## src/rtl/touch_auto_repeat_clock_control_macros.svh

```systemverilog
// Assertion macros for the touch auto-repeat clock control RTL.
`ifndef TOUCH_AUTO_REPEAT_CLOCK_CONTROL_MACROS_SVH
`define TOUCH_AUTO_REPEAT_CLOCK_CONTROL_MACROS_SVH

// Same-cycle implication, sampled on clk_i, off during reset.
`define TRAC_ASSERT_SAME(lbl, ante, cons, msg) \
  lbl: assert property (@(posedge clk_i) disable iff (!rst_ni) (ante) |-> (cons)) \
    else $error(msg);

// Next-cycle implication, sampled on clk_i, off during reset.
`define TRAC_ASSERT_NEXT(lbl, ante, cons, msg) \
  lbl: assert property (@(posedge clk_i) disable iff (!rst_ni) (ante) |=> (cons)) \
    else $error(msg);

`endif

```

## src/rtl/trac_pkg.sv

```systemverilog
// Types and constants for the touch auto-repeat clock control block.
package trac_pkg;

  // Controller states, coded as reported on state_code.
  typedef enum logic [2:0] {
    ST_INIT     = 3'd0,
    ST_NEVER    = 3'd1,
    ST_WAIT     = 3'd2,
    ST_SETTLE   = 3'd3,
    ST_AUTO     = 3'd4,
    ST_RATE_RUN = 3'd5,
    ST_RATE_EXP = 3'd6
  } state_e;

  localparam int unsigned SettleW = 8;
  localparam int unsigned AutoW   = 10;
  localparam int unsigned RateW   = 8;
  localparam int unsigned SubSecW = 10;

  localparam int unsigned AddrW = 4;

  // Register byte addresses.
  localparam logic [AddrW-1:0] ADDR_SETTLE_TICKS = 4'h0;
  localparam logic [AddrW-1:0] ADDR_AUTO_DELAY   = 4'h4;
  localparam logic [AddrW-1:0] ADDR_REPEAT_TICKS = 4'h8;
  localparam logic [AddrW-1:0] ADDR_TICKS_PER_S  = 4'hC;

  // Register reset values.
  localparam logic [SettleW-1:0] RST_SETTLE_TICKS = 8'd1;
  localparam logic [AutoW-1:0]   RST_AUTO_DELAY   = 10'd10;
  localparam logic [RateW-1:0]   RST_REPEAT_TICKS = 8'd2;
  localparam logic [SubSecW-1:0] RST_TICKS_PER_S  = 10'd20;

  typedef struct packed {
    logic [SettleW-1:0] settle_ticks;
    logic [AutoW-1:0]   auto_delay_ticks;
    logic [RateW-1:0]   repeat_ticks;
    logic [SubSecW-1:0] ticks_per_second;
  } cfg_t;

  typedef struct packed {
    logic   inc_dec_pulse;
    logic   clear_touch_pulse;
    logic   advance_second;
    state_e state_code;
  } result_t;

endpackage

```

## src/rtl/trac_cfg_regs.sv

```systemverilog
// APB configuration registers for the touch auto-repeat clock control block.
module trac_cfg_regs (
  input  logic                      clk_i,
  input  logic                      rst_ni,
  input  logic                      psel,
  input  logic                      penable,
  input  logic                      pwrite,
  input  logic [trac_pkg::AddrW-1:0] paddr,
  input  logic [31:0]               pwdata,
  output logic [31:0]               prdata,
  output logic                      pready,
  output trac_pkg::cfg_t            cfg_o
);

  trac_pkg::cfg_t cfg_q, cfg_d;
  logic           wr_en;

  assign pready = 1'b1;
  assign wr_en  = psel && penable && pwrite;

  // Decode the write request.
  always_comb begin
    cfg_d = cfg_q;
    if (wr_en) begin
      unique case (paddr)
        trac_pkg::ADDR_SETTLE_TICKS:
          cfg_d.settle_ticks = pwdata[trac_pkg::SettleW-1:0];
        trac_pkg::ADDR_AUTO_DELAY:
          cfg_d.auto_delay_ticks = pwdata[trac_pkg::AutoW-1:0];
        trac_pkg::ADDR_REPEAT_TICKS:
          cfg_d.repeat_ticks = pwdata[trac_pkg::RateW-1:0];
        trac_pkg::ADDR_TICKS_PER_S:
          cfg_d.ticks_per_second = pwdata[trac_pkg::SubSecW-1:0];
        default: ;
      endcase
    end
  end

  always_ff @(posedge clk_i or negedge rst_ni) begin
    if (!rst_ni) begin
      cfg_q.settle_ticks     <= trac_pkg::RST_SETTLE_TICKS;
      cfg_q.auto_delay_ticks <= trac_pkg::RST_AUTO_DELAY;
      cfg_q.repeat_ticks     <= trac_pkg::RST_REPEAT_TICKS;
      cfg_q.ticks_per_second <= trac_pkg::RST_TICKS_PER_S;
    end else begin
      cfg_q <= cfg_d;
    end
  end

  // Return the addressed register, zero-extended.
  always_comb begin
    unique case (paddr)
      trac_pkg::ADDR_SETTLE_TICKS:
        prdata = {{(32-trac_pkg::SettleW){1'b0}}, cfg_q.settle_ticks};
      trac_pkg::ADDR_AUTO_DELAY:
        prdata = {{(32-trac_pkg::AutoW){1'b0}}, cfg_q.auto_delay_ticks};
      trac_pkg::ADDR_REPEAT_TICKS:
        prdata = {{(32-trac_pkg::RateW){1'b0}}, cfg_q.repeat_ticks};
      trac_pkg::ADDR_TICKS_PER_S:
        prdata = {{(32-trac_pkg::SubSecW){1'b0}}, cfg_q.ticks_per_second};
      default:
        prdata = 32'd0;
    endcase
  end

  assign cfg_o = cfg_q;

endmodule

```

## src/rtl/trac_ctrl_core.sv

```systemverilog
// Touch state machine, hold counters and sub-second counter.
`include "touch_auto_repeat_clock_control_macros.svh"

module trac_ctrl_core (
  input  logic              clk_i,
  input  logic              rst_ni,
  input  logic              step_i,
  input  logic              touched_i,
  input  trac_pkg::cfg_t    cfg_i,
  output trac_pkg::result_t result_o
);

  trac_pkg::state_e             state_q, state_d;
  logic [trac_pkg::SettleW-1:0] settle_q, settle_d;
  logic [trac_pkg::AutoW-1:0]   auto_q, auto_d;
  logic [trac_pkg::RateW-1:0]   rate_q, rate_d;
  logic [trac_pkg::SubSecW-1:0] subsec_q, subsec_d;
  logic [trac_pkg::SubSecW:0]   subsec_inc;
  logic                         inc_dec, clr, adv;

  // Pick the next state and its pulses.
  always_comb begin
    inc_dec = 1'b0;
    clr     = 1'b0;
    state_d = state_q;
    unique case (state_q)
      trac_pkg::ST_NEVER, trac_pkg::ST_WAIT: begin
        if (touched_i) begin
          clr     = 1'b1;
          state_d = trac_pkg::ST_SETTLE;
        end
      end
      trac_pkg::ST_SETTLE: begin
        if (settle_q == cfg_i.settle_ticks) begin
          if (touched_i) begin
            clr     = 1'b1;
            state_d = trac_pkg::ST_AUTO;
          end else begin
            inc_dec = 1'b1;
            state_d = trac_pkg::ST_WAIT;
          end
        end
      end
      trac_pkg::ST_AUTO: begin
        if (!touched_i) begin
          inc_dec = 1'b1;
          state_d = trac_pkg::ST_WAIT;
        end else if (auto_q == cfg_i.auto_delay_ticks) begin
          clr     = 1'b1;
          inc_dec = 1'b1;
          state_d = trac_pkg::ST_RATE_RUN;
        end
      end
      trac_pkg::ST_RATE_RUN: begin
        if (!touched_i) begin
          state_d = trac_pkg::ST_WAIT;
        end else if (rate_q == cfg_i.repeat_ticks) begin
          clr     = 1'b1;
          state_d = trac_pkg::ST_RATE_EXP;
        end
      end
      trac_pkg::ST_RATE_EXP: begin
        if (touched_i) begin
          inc_dec = 1'b1;
          state_d = trac_pkg::ST_RATE_RUN;
        end else begin
          state_d = trac_pkg::ST_WAIT;
        end
      end
      default: state_d = trac_pkg::ST_NEVER;
    endcase
  end

  // Apply the action of the new state to the hold counters.
  always_comb begin
    settle_d = settle_q;
    auto_d   = auto_q;
    rate_d   = rate_q;
    unique case (state_d)
      trac_pkg::ST_WAIT: begin
        settle_d = '0;
        auto_d   = '0;
        rate_d   = '0;
      end
      trac_pkg::ST_SETTLE:   settle_d = settle_q + 1'b1;
      trac_pkg::ST_AUTO:     auto_d   = auto_q + 1'b1;
      trac_pkg::ST_RATE_RUN: rate_d   = rate_q + 1'b1;
      trac_pkg::ST_RATE_EXP: rate_d   = '0;
      default: ;
    endcase
  end

  // Count ticks toward one second once the first touch has been seen.
  assign subsec_inc = {1'b0, subsec_q} + 1'b1;
  always_comb begin
    adv      = 1'b0;
    subsec_d = subsec_q;
    if (state_d != trac_pkg::ST_INIT && state_d != trac_pkg::ST_NEVER) begin
      if (subsec_inc >= {1'b0, cfg_i.ticks_per_second}) begin
        adv      = 1'b1;
        subsec_d = '0;
      end else begin
        subsec_d = subsec_inc[trac_pkg::SubSecW-1:0];
      end
    end
  end

  // Advance all state only when a request is processed.
  always_ff @(posedge clk_i or negedge rst_ni) begin
    if (!rst_ni) begin
      state_q  <= trac_pkg::ST_INIT;
      settle_q <= '0;
      auto_q   <= '0;
      rate_q   <= '0;
      subsec_q <= '0;
    end else if (step_i) begin
      state_q  <= state_d;
      settle_q <= settle_d;
      auto_q   <= auto_d;
      rate_q   <= rate_d;
      subsec_q <= subsec_d;
    end
  end

  assign result_o.inc_dec_pulse     = inc_dec;
  assign result_o.clear_touch_pulse = clr;
  assign result_o.advance_second    = adv;
  assign result_o.state_code        = state_d;

  `TRAC_ASSERT_SAME(a_both_pulses_enter_rate, step_i && inc_dec && clr,
                    state_d == trac_pkg::ST_RATE_RUN, "inc/dec with clear outside rate entry")
  `TRAC_ASSERT_NEXT(a_wait_clears_counts, step_i && state_d == trac_pkg::ST_WAIT,
                    settle_q == '0 && auto_q == '0 && rate_q == '0,
                    "hold counters not cleared in waiting")
  `TRAC_ASSERT_NEXT(a_second_wraps, step_i && adv, subsec_q == '0,
                    "sub-second counter not wrapped on advance")
  `TRAC_ASSERT_SAME(a_init_leaves, state_q == trac_pkg::ST_INIT,
                    state_d == trac_pkg::ST_NEVER && !inc_dec && !clr && !adv,
                    "init must go quietly to never touched")

endmodule

```

## src/rtl/touch_auto_repeat_clock_control.sv

```systemverilog
// Top level: request and result registers around the touch control core.
//
// Touch auto-repeat clock control. Each input request is one tick carrying
// the touch level; each produces exactly one result with the inc/dec,
// clear-touch and advance-second pulses and the new state code. A request
// is captured in an input register and processed into the result register
// when the result register is free, so the block sustains one tick per clock
// cycle while results are taken as offered. The next state, the hold
// counters and the sub-second wrap form one short combinational step
// between those registers. A waiting result lets the input register take
// one more request, after which the input stalls until the result is taken.
// The four limits are set over the APB port at byte addresses 0, 4, 8 and
// 12 and should be written only while no tick is in flight.
module touch_auto_repeat_clock_control (
  input  logic                       clk_i,
  input  logic                       rst_ni,
  input  logic                       in_valid_i,
  output logic                       in_ready_o,
  input  logic                       touched_i,
  output logic                       out_valid_o,
  input  logic                       out_ready_i,
  output logic                       inc_dec_pulse_o,
  output logic                       clear_touch_pulse_o,
  output logic                       advance_second_o,
  output logic [2:0]                 state_code_o,
  input  logic                       psel,
  input  logic                       penable,
  input  logic                       pwrite,
  input  logic [trac_pkg::AddrW-1:0] paddr,
  input  logic [31:0]                pwdata,
  output logic [31:0]                prdata,
  output logic                       pready
);

  trac_pkg::cfg_t    cfg;
  trac_pkg::result_t core_res;
  trac_pkg::result_t res_q;
  logic              in_valid_q, touched_q;
  logic              out_valid_q;
  logic              step;

  trac_cfg_regs u_cfg (
    .clk_i  (clk_i),
    .rst_ni (rst_ni),
    .psel   (psel),
    .penable(penable),
    .pwrite (pwrite),
    .paddr  (paddr),
    .pwdata (pwdata),
    .prdata (prdata),
    .pready (pready),
    .cfg_o  (cfg)
  );

  // Process the held request whenever the result register is free.
  assign step       = in_valid_q && (!out_valid_q || out_ready_i);
  assign in_ready_o = !in_valid_q || step;

  trac_ctrl_core u_core (
    .clk_i    (clk_i),
    .rst_ni   (rst_ni),
    .step_i   (step),
    .touched_i(touched_q),
    .cfg_i    (cfg),
    .result_o (core_res)
  );

  // Hold the incoming request.
  always_ff @(posedge clk_i or negedge rst_ni) begin
    if (!rst_ni) begin
      in_valid_q <= 1'b0;
    end else if (in_ready_o) begin
      in_valid_q <= in_valid_i;
    end
  end

  always_ff @(posedge clk_i) begin
    if (in_ready_o && in_valid_i) begin
      touched_q <= touched_i;
    end
  end

  // Hold the result until it is taken.
  always_ff @(posedge clk_i or negedge rst_ni) begin
    if (!rst_ni) begin
      out_valid_q <= 1'b0;
    end else if (step) begin
      out_valid_q <= 1'b1;
    end else if (out_ready_i) begin
      out_valid_q <= 1'b0;
    end
  end

  always_ff @(posedge clk_i) begin
    if (step) begin
      res_q <= core_res;
    end
  end

  assign out_valid_o         = out_valid_q;
  assign inc_dec_pulse_o     = res_q.inc_dec_pulse;
  assign clear_touch_pulse_o = res_q.clear_touch_pulse;
  assign advance_second_o    = res_q.advance_second;
  assign state_code_o        = res_q.state_code;

endmodule
```

## config.mk

```make
export PLATFORM = sky130hd
export DESIGN_NAME = touch_auto_repeat_clock_control
export DESIGN_NICKNAME = d
export VERILOG_FILES = /design/src/rtl/trac_pkg.sv /design/src/rtl/trac_cfg_regs.sv /design/src/rtl/trac_ctrl_core.sv /design/src/rtl/touch_auto_repeat_clock_control.sv
export VERILOG_INCLUDE_DIRS = /design/src /design/src/rtl
export SDC_FILE = /design/constraint.sdc
export NUM_CORES = 1
export LEC_CHECK = 0
export BUFFER_PORTS_ARGS = -buffer_cell sky130_fd_sc_hd__clkbuf_2
export CAP_MARGIN = 20
export CORE_ASPECT_RATIO = 0.75
export CORE_MARGIN = 5
export CORE_UTILIZATION = 35
export DETAILED_ROUTE_END_ITERATION = 6
export PLACE_DENSITY_LB_ADDON = 0.3
export SYNTH_ARGS = -nofsm -noshare
export SYNTH_HDL_FRONTEND = slang
export SYNTH_SLANG_ARGS = --single-unit
```

## constraint.sdc

```tcl
create_clock -name clk_i -period 3.3 [get_ports clk_i]
set_input_delay 0.66 -clock clk_i [delete_from_list [all_inputs] [get_ports clk_i]]
set_output_delay 0.66 -clock clk_i [all_outputs]
set_load 0.05 [all_outputs]
```

==> key figures, run 1 <==
STA
  – Total negative slack: 0 ns
  – Highest Clock Rate: 328 MHz
  – Max-slew violations: 0
  – Final Cycle Share: 92.3%
  – Worst Clk Skew: 0.00775 ns
  – Fin. Hold Viols: 0
  – Setup violators final: 0
  – Unrepaired setup endpoints after global routing: no
  – Hold slack: 0.128 ns
  – Final min period: 3.04 ns
  – Worst Max-Slew Pin Slew: 0.549 ns
  – Slew margin rel.: 63.4%

Detailed routing
  – Metal-1 WL: 6330 um
  – Uppermost layer routed: met4
  – Met2 WL post-DR: 5530 um
  – Initial DRC count: 294
  – DRT Pass-1 Iters: 5
  – Drc violations: 0
  – DR WL met3: 699 um
  – Drt wl/cell: 17.7 um
  – Via count: 3914
  – Final ANT Viol Nets: 0
  – Total Wirelength: 12800 um
  – Vias per cell: 5.41

Power and ir drop
  – NetSw: 1630 uW
  – Flop pwr share: 39.1%
  – Combinational share of power: 34.0%
  – Internal: 2440 uW
  – Switching share of power: 40.2%
  – Clock Power Share: 26.9%
  – Peak VDD IR: 0.270 mV
  – P_leak: 0.00252 uW
  – Power Density: 724 mW/mm^2

Final layout
  – Area added between synthesis and finish: 13.5%
  – Multi-input logic area: 0.00254 mm^2
  – Design area: 0.00562 mm^2
  – Finished Layout Cells: 724
  – Nets: 602
  – Share of layout cells above drive strength 1: 20.8%
  – Diodes inserted: 0
  – Sequential Area: 0.00214 mm^2
  – Filler cells: 1348

Critical path
  – FF-to-FF End: u_core.subsec_q[5]$_DFFE_PN0P_
  – Worst-path fanout max: 9
  – Reg2reg start: u_core.subsec_q[0]$_DFFE_PN0P_
  – Crit path top cell by count: ha_1
  – CP max stage cell: dfrtp_1
  – R2r setup slk: 0.26 ns
  – CP endpoint kind: flip-flop
  – Crit path cell chain: ha_1, and3_1, nand3_1, xnor2_1, ha_1, a2111o_1, a31oi_1, o21ai_0, a41o_1, nor2_4, a22o_1
  – Crit path kind: reg2reg
  – Critical Path Start: u_core.subsec_q[0]$_DFFE_PN0P_
  – Slowest stage delay, CP: 0.45 ns
  – Worst EP required: 3.58 ns
  – R2R depth: 11
  – Setup crit start kind: flip-flop
  – CP Data Arrival Time: 3.33 ns

Floorplanning
  – Ports: 85
  – Initial Utilization: 35.9%
  – Core Area: 0.0138 mm^2
  – Die W: 147 um
  – Std cell rows: 37
  – Die ar.: 0.0167 mm^2
  – DIE HEIGHT: 113 um

Place
  – HPWL after DPL: 9380 um
  – GPL Wtd Cong: 0.823
  – Dpl cells: 707
  – # port buffers: 39
  – Placed cell areas: 0.00527 mm^2

CTS
  – Clk root buf: clkbuf_16
  – Reg clk slew, reported paths: 0.07 ns
  – CTS Hold Buffers Added: 0
  – # H-tree levels: 3
  – Clock Path Buffers: 2
  – Post-cts resize count: 0
  – Clk_lat worst skew: 0.35 ns
  – Post-CTS Setup Bufs: 0
  – CTS tree: yes
  – Number of CTS-inserted buffers: 9
  – # clock sinks: 84

Yosys
  – Gate count of the mapped netlist: 499
  – Post-synthesis sequential area ratio: 43.3%
  – Post-synth EDFFs: 7
  – Post-synth top flop: dfrtp_1
  – Ys Warns: 0
  – Distinct cell type count after synthesis: 62
  – Syn avg cell area: 9.93 um^2
  – Mapped cell area: 0.00495 mm^2
  – Ys async rst share: 91.7%
  – Flops & latches, synth: 84

Global routing
  – Grt total ovfl: 0
  – Largest net degree at the start of global routing: 78
  – Initial antenna violation count: 0
  – GR Util All Layers: 15.8%
  – First-pass GRT wire length: 20800 um
  – Number of global-route vias before repair: 3781

Min path
  – Worst hold-check path type: in2async

Run status
  – Status: completed

Flow run
  – Max-Cap Viols: 0
[kinds of logic after synthesis]
kind of cell    synth area share (%)
xor+xnor                        6.37
other cells                    0.152
compound gates                  17.1
fa+ha+maj                       3.54
mux                             6.34
buf+inv                         6.95
simple gates                    16.3
flops                           43.3
[worst max-delay path, delay by kind of cell (launching register included)]
| kind | cells | cell delay, ns |
|---|---|---|
| compound gates | 5 | 1.22 |
| simple gates | 3 | 0.65 |
| fa+ha+maj | 2 | 0.47 |
| xor+xnor | 1 | 0.18 |
| flops | 1 | 0.45 |
[per-layer routing]
| metal | GRT usage, % | up-vias |
|---|---|---|
| met5 | 0 | - |
| met2 | 22.7 | 111 |
| li1 | - | 1846 |
| met4 | 5.59 | 0 |
| met3 | 3.64 | 19 |
| met1 | 23.4 | 1938 |
[power groups by stage]
stage          Sequential [uW]  Combinational, uW  Clock [uW]
2_1_floorplan             1520               1130           0
5_1_grt                   1630               1550        1160
4_1_cts                   1580               1370        1130
6_report                  1590               1380        1090
3_5_place_dp              1600               1370           0
3_3_place_gp              1590               1320           0
[synth_stat cells (10+ instances only)]
| library cell | n | area share [%] |
|---|---|---|
| dfrtp_1 | 71 | 36 |
| nand2_1 | 46 | 3.5 |
| o21ai_0 | 31 | 3.1 |
| mux2_2 | 27 | 6.1 |
| buf_4 | 23 | 3.5 |
| nand3_1 | 22 | 2.2 |
| xnor2_1 | 22 | 3.9 |
| inv_1 | 19 | 1.4 |
| a22oi_1 | 18 | 2.7 |
| nor2_1 | 18 | 1.4 |
| a21oi_1 | 15 | 1.5 |
| ha_1 | 14 | 3.5 |
| nand2b_1 | 14 | 1.8 |
| o21ai_1 | 14 | 1.4 |
| xor2_1 | 14 | 2.5 |
| a22o_1 | 11 | 1.9 |
| nor3_1 | 10 | 1.0 |
[through the flow]
step | total power (uW) | worst slack (ns) | utilization [%]
2_1_floorplan | 2650 | 0.269 | -
3_3_place_gp | 2910 | 0.379 | 38.2
3_5_place_dp | 2970 | 0.310 | 38.2
4_1_cts | 4080 | 0.285 | 40.5
5_1_grt | 4350 | 0.0212 | 40.7
6_report | 4070 | 0.255 | 40.7
[worst max path at each step]
stage / end / slack, ns / cells after the start
4_1_cts: u_core.subsec_q[5]$_DFFE_PN0P_ / 0.29 / 11
6_report: u_core.subsec_q[5]$_DFFE_PN0P_ / 0.26 / 11
2_1_floorplan: prdata[8] / 0.27 / 5
5_1_grt: u_core.subsec_q[5]$_DFFE_PN0P_ / 0.02 / 11
3_3_place_gp: u_core.subsec_q[5]$_DFFE_PN0P_ / 0.38 / 11
3_5_place_dp: u_core.subsec_q[5]$_DFFE_PN0P_ / 0.31 / 11
[cell type report]
type	count	area share [%]
inverter	23	1.56
sequential	84	38.2
timing repair buffer	50	5.34
clock buffer	10	4.45
clock inverter	6	1.34
multi-input combinational	376	45.3
tap	175	3.90
[flip-flops by register name, summed over array words and instances (netlist names)]
name	cells
clear_touch_pulse_o	1
out_valid_o	1
u_cfg.cfg_o	36
in_valid_q	1
u_core.subsec_q	10
u_core.state_q	3
u_core.settle_q	8
u_core.rate_q	8
u_core.auto_q	10
inc_dec_pulse_o	1
state_code_o	3
advance_second_o	1
touched_q	1
[cell usage in the layout (no fill, tap or decap), types with 6 or more instances in the layout]
master / n
a21oi_1: 15
a22o_1: 11
a22oi_1: 18
and3_1: 9
buf_4: 11
clkbuf_16: 10
clkbuf_2: 38
conb_1: 23
dfrtp_1: 71
dfstp_2: 6
edfxtp_1: 7
ha_1: 14
inv_1: 19
mux2_2: 27
nand2_1: 46
nand2b_1: 14
nand3_1: 22
nand4_1: 7
nor2_1: 18
nor3_1: 10
o21ai_0: 31
o21ai_1: 14
or3_1: 7
xnor2_1: 22
xor2_1: 14
(Power assumes the default switching activity.)
==> run 2: changes to the inputs <==
--- a/config.mk
+++ b/config.mk
@@ -9,10 +9,8 @@
 export BUFFER_PORTS_ARGS = -buffer_cell sky130_fd_sc_hd__clkbuf_2
 export CAP_MARGIN = 20
 export CORE_ASPECT_RATIO = 0.75
-export CORE_MARGIN = 5
 export CORE_UTILIZATION = 35
 export DETAILED_ROUTE_END_ITERATION = 6
-export PLACE_DENSITY_LB_ADDON = 0.3
 export SYNTH_ARGS = -nofsm -noshare
 export SYNTH_HDL_FRONTEND = slang
 export SYNTH_SLANG_ARGS = --single-unit
==> key figures, run 2 (synthesized netlist as in run 1, its figures left out) <==
Critical path
  – Worst-path fanout max: 9 (unchanged)
  – Setup crit start kind: flip-flop
  – Worst EP required: 3.58 ns (about the same)
  – CP Data Arrival Time: 3.26 ns (-0.07 ns)
  – R2r setup slk: 0.32 ns (+0.06 ns)
  – R2R depth: 11 (unchanged)
  – CP endpoint kind: flip-flop
  – Reg2reg start: u_core.subsec_q[0]$_DFFE_PN0P_
  – FF-to-FF End: u_core.subsec_q[2]$_DFFE_PN0P_
  – Crit path kind: reg2reg

CTS
  – CTS tree: yes
  – Clk_lat worst skew: 0.34 ns (about the same)
  – Clock Path Buffers: 2 (unchanged)
  – # H-tree levels: 3 (unchanged)
  – Post-CTS Setup Bufs: 0 (unchanged)
  – Number of CTS-inserted buffers: 9 (unchanged)
  – Clk root buf: clkbuf_16
  – CTS Hold Buffers Added: 0 (unchanged)
  – Reg clk slew, reported paths: 0.06 ns (about the same)
  – # clock sinks: 84 (unchanged)
  – Post-cts resize count: 0 (unchanged)

Power and ir drop
  – NetSw: 1560 uW (-4.4%)
  – P_leak: 0.00248 uW (-1.4%)
  – Internal: 2380 uW (-2.2%)
  – Power Density: 709 mW/mm^2 (-2.2%)
  – Combinational share of power: 34.5% (+0.5 points)
  – Design Power: 3940 uW (-3.1%)
  – Clock Power Share: 25.4% (-1.5 points)
  – Switching share of power: 39.6% (-0.55 points)
  – Flop pwr share: 40.1% (+1.0 points)
  – Peak VDD IR: 0.272 mV (+0.73%)

Floorplanning
  – Die W: 139 um (-5.4%)
  – Core Area: 0.0137 mm^2 (-0.34%)
  – Ports: 85 (unchanged)
  – Die ar.: 0.0146 mm^2 (-12%)
  – Std cell rows: 37 (unchanged)
  – Initial Utilization: 36.0% (+0.12 points)
  – DIE HEIGHT: 105 um (-7.1%)

Flow run
  – Max-Cap Viols: 0 (unchanged)

Global routing
  – Largest net degree at the start of global routing: 78 (unchanged)
  – Initial antenna violation count: 0 (unchanged)
  – GR Util All Layers: 17.1% (+1.3 points)
  – Grt total ovfl: 0 (unchanged)
  – Number of global-route vias before repair: 3643 (-3.6%)
  – First-pass GRT wire length: 19500 um (-6.5%)

Detailed routing
  – Drc violations: 0 (unchanged)
  – DRT Pass-1 Iters: 4 (-1)
  – Vias per cell: 5.27 (-2.5%)
  – Final ANT Viol Nets: 0 (unchanged)
  – Drt wl/cell: 16.2 um (-8.4%)
  – DR WL met3: 618 um (-12%)
  – Uppermost layer routed: met4
  – Metal-1 WL: 5910 um (-6.7%)
  – Total Wirelength: 11700 um (-8.8%)
  – Met2 WL post-DR: 5100 um (-7.8%)
  – Initial DRC count: 309 (+5.1%)
  – Via count: 3800 (-2.9%)

STA
  – Worst Max-Slew Pin Slew: 0.991 ns (+0.442 ns)
  – Slew margin rel.: 33.9% (-29 points)
  – Highest Clock Rate: 335 MHz (+2.1%)
  – Setup violators final: 0 (unchanged)
  – Final Cycle Share: 90.4% (-1.9 points)
  – Final min period: 2.98 ns (-0.0621 ns)
  – Unrepaired setup endpoints after global routing: no
  – Hold slack: 0.189 ns (+0.0617 ns)
  – Max-slew violations: 0 (unchanged)
  – Fin. Hold Viols: 0 (unchanged)
  – Worst Clk Skew: 0.00704 ns (-0.000713 ns)
  – Total negative slack: 0 ns (unchanged)

Place
  – Dpl cells: 704 (-0.42%)
  – # port buffers: 39 (unchanged)
  – HPWL after DPL: 8600 um (-8.3%)
  – GPL Wtd Cong: 0.806 (-2.1%)

Final layout
  – Number of flip-flops in the largest register: 36 (unchanged)
  – Finished Layout Cells: 721 (-0.41%)
  – Diodes inserted: 0 (unchanged)
  – Commonest non-fill, non-tap cell in the layout: dfrtp_1
  – Share of layout cells above drive strength 1: 20.3% (-0.44 points)
  – Area added between synthesis and finish: 12.4%
  – Nets: 599 (-0.50%)
  – Filler cells: 1357 (+0.67%)
  – Most frequent cells in the layout: dfrtp_1 (71), nand2_1 (46), clkbuf_2 (38), o21ai_0 (31), mux2_2 (27)

Run status
  – Status: completed

Min path
  – Worst hold-check path type: in2async
-- run 2: power by group through the flow --
stage	sequential, uW	clock (uW)	combinational [uW]
final	1580	1000	1360
after global routing	1620	1060	1540
after CTS	1570	1020	1360
after detailed placement	1590	0	1350
after global placement	1580	0	1320
after floorplan	1520	0	1130
-- run 2: how the worst max path moves through the flow --
| stage | start | slack, ns | to |
|---|---|---|---|
| 6_report | u_core.subsec_q[0]$_DFFE_PN0P_ | 0.32 | u_core.subsec_q[2]$_DFFE_PN0P_ |
| 5_1_grt | u_core.subsec_q[0]$_DFFE_PN0P_ | 0.06 | u_core.subsec_q[2]$_DFFE_PN0P_ |
| 4_1_cts | u_core.subsec_q[0]$_DFFE_PN0P_ | 0.30 | u_core.subsec_q[2]$_DFFE_PN0P_ |
| 3_3_place_gp | u_core.subsec_q[0]$_DFFE_PN0P_ | 0.37 | u_core.subsec_q[6]$_DFFE_PN0P_ |
| 3_5_place_dp | u_core.subsec_q[0]$_DFFE_PN0P_ | 0.31 | u_core.subsec_q[2]$_DFFE_PN0P_ |
| 2_1_floorplan | paddr[1] | 0.27 | prdata[8] |
-- run 2: stage by stage --
step	instance area, um^2	utilization [%]	setup WS, ns
after floorplan	5030	-	0.269
after global routing	5570	40.5	0.0647
after CTS	5540	40.3	0.298
final	5570	40.5	0.317
after global placement	5250	38.1	0.367
after detailed placement	5250	38.1	0.313
-- run 2: routing by layer --
metal	vias up	GRT usage, %
met4	0	4.37
met3	6	3.80
met2	80	25.1
met5	-	0
li1	1844	-
met1	1870	25.2
-- run 2: cell type report --
class | instances | area, um^2 | area share [%]
clock buffers | 9 | 225 | 4.05
clock inverters | 7 | 67.6 | 1.21
inverters | 23 | 87.6 | 1.57
multi-input cells | 376 | 2540 | 45.7
flip-flops and latches | 84 | 2140 | 38.5
well taps | 175 | 219 | 3.93
repair buffers | 47 | 278 | 4.99
-- run 2: critical path, cell delays in order, from the launching register on --
cell      delay [ns]
dfrtp_1         0.44
ha_1            0.25
and3_1          0.22
nand3_1         0.16
xnor2_1         0.17
ha_1            0.20
a2111o_1        0.37
a31oi_1         0.13
o21ai_0         0.12
a41o_1          0.39
nor2_4          0.29
a22o_1          0.19
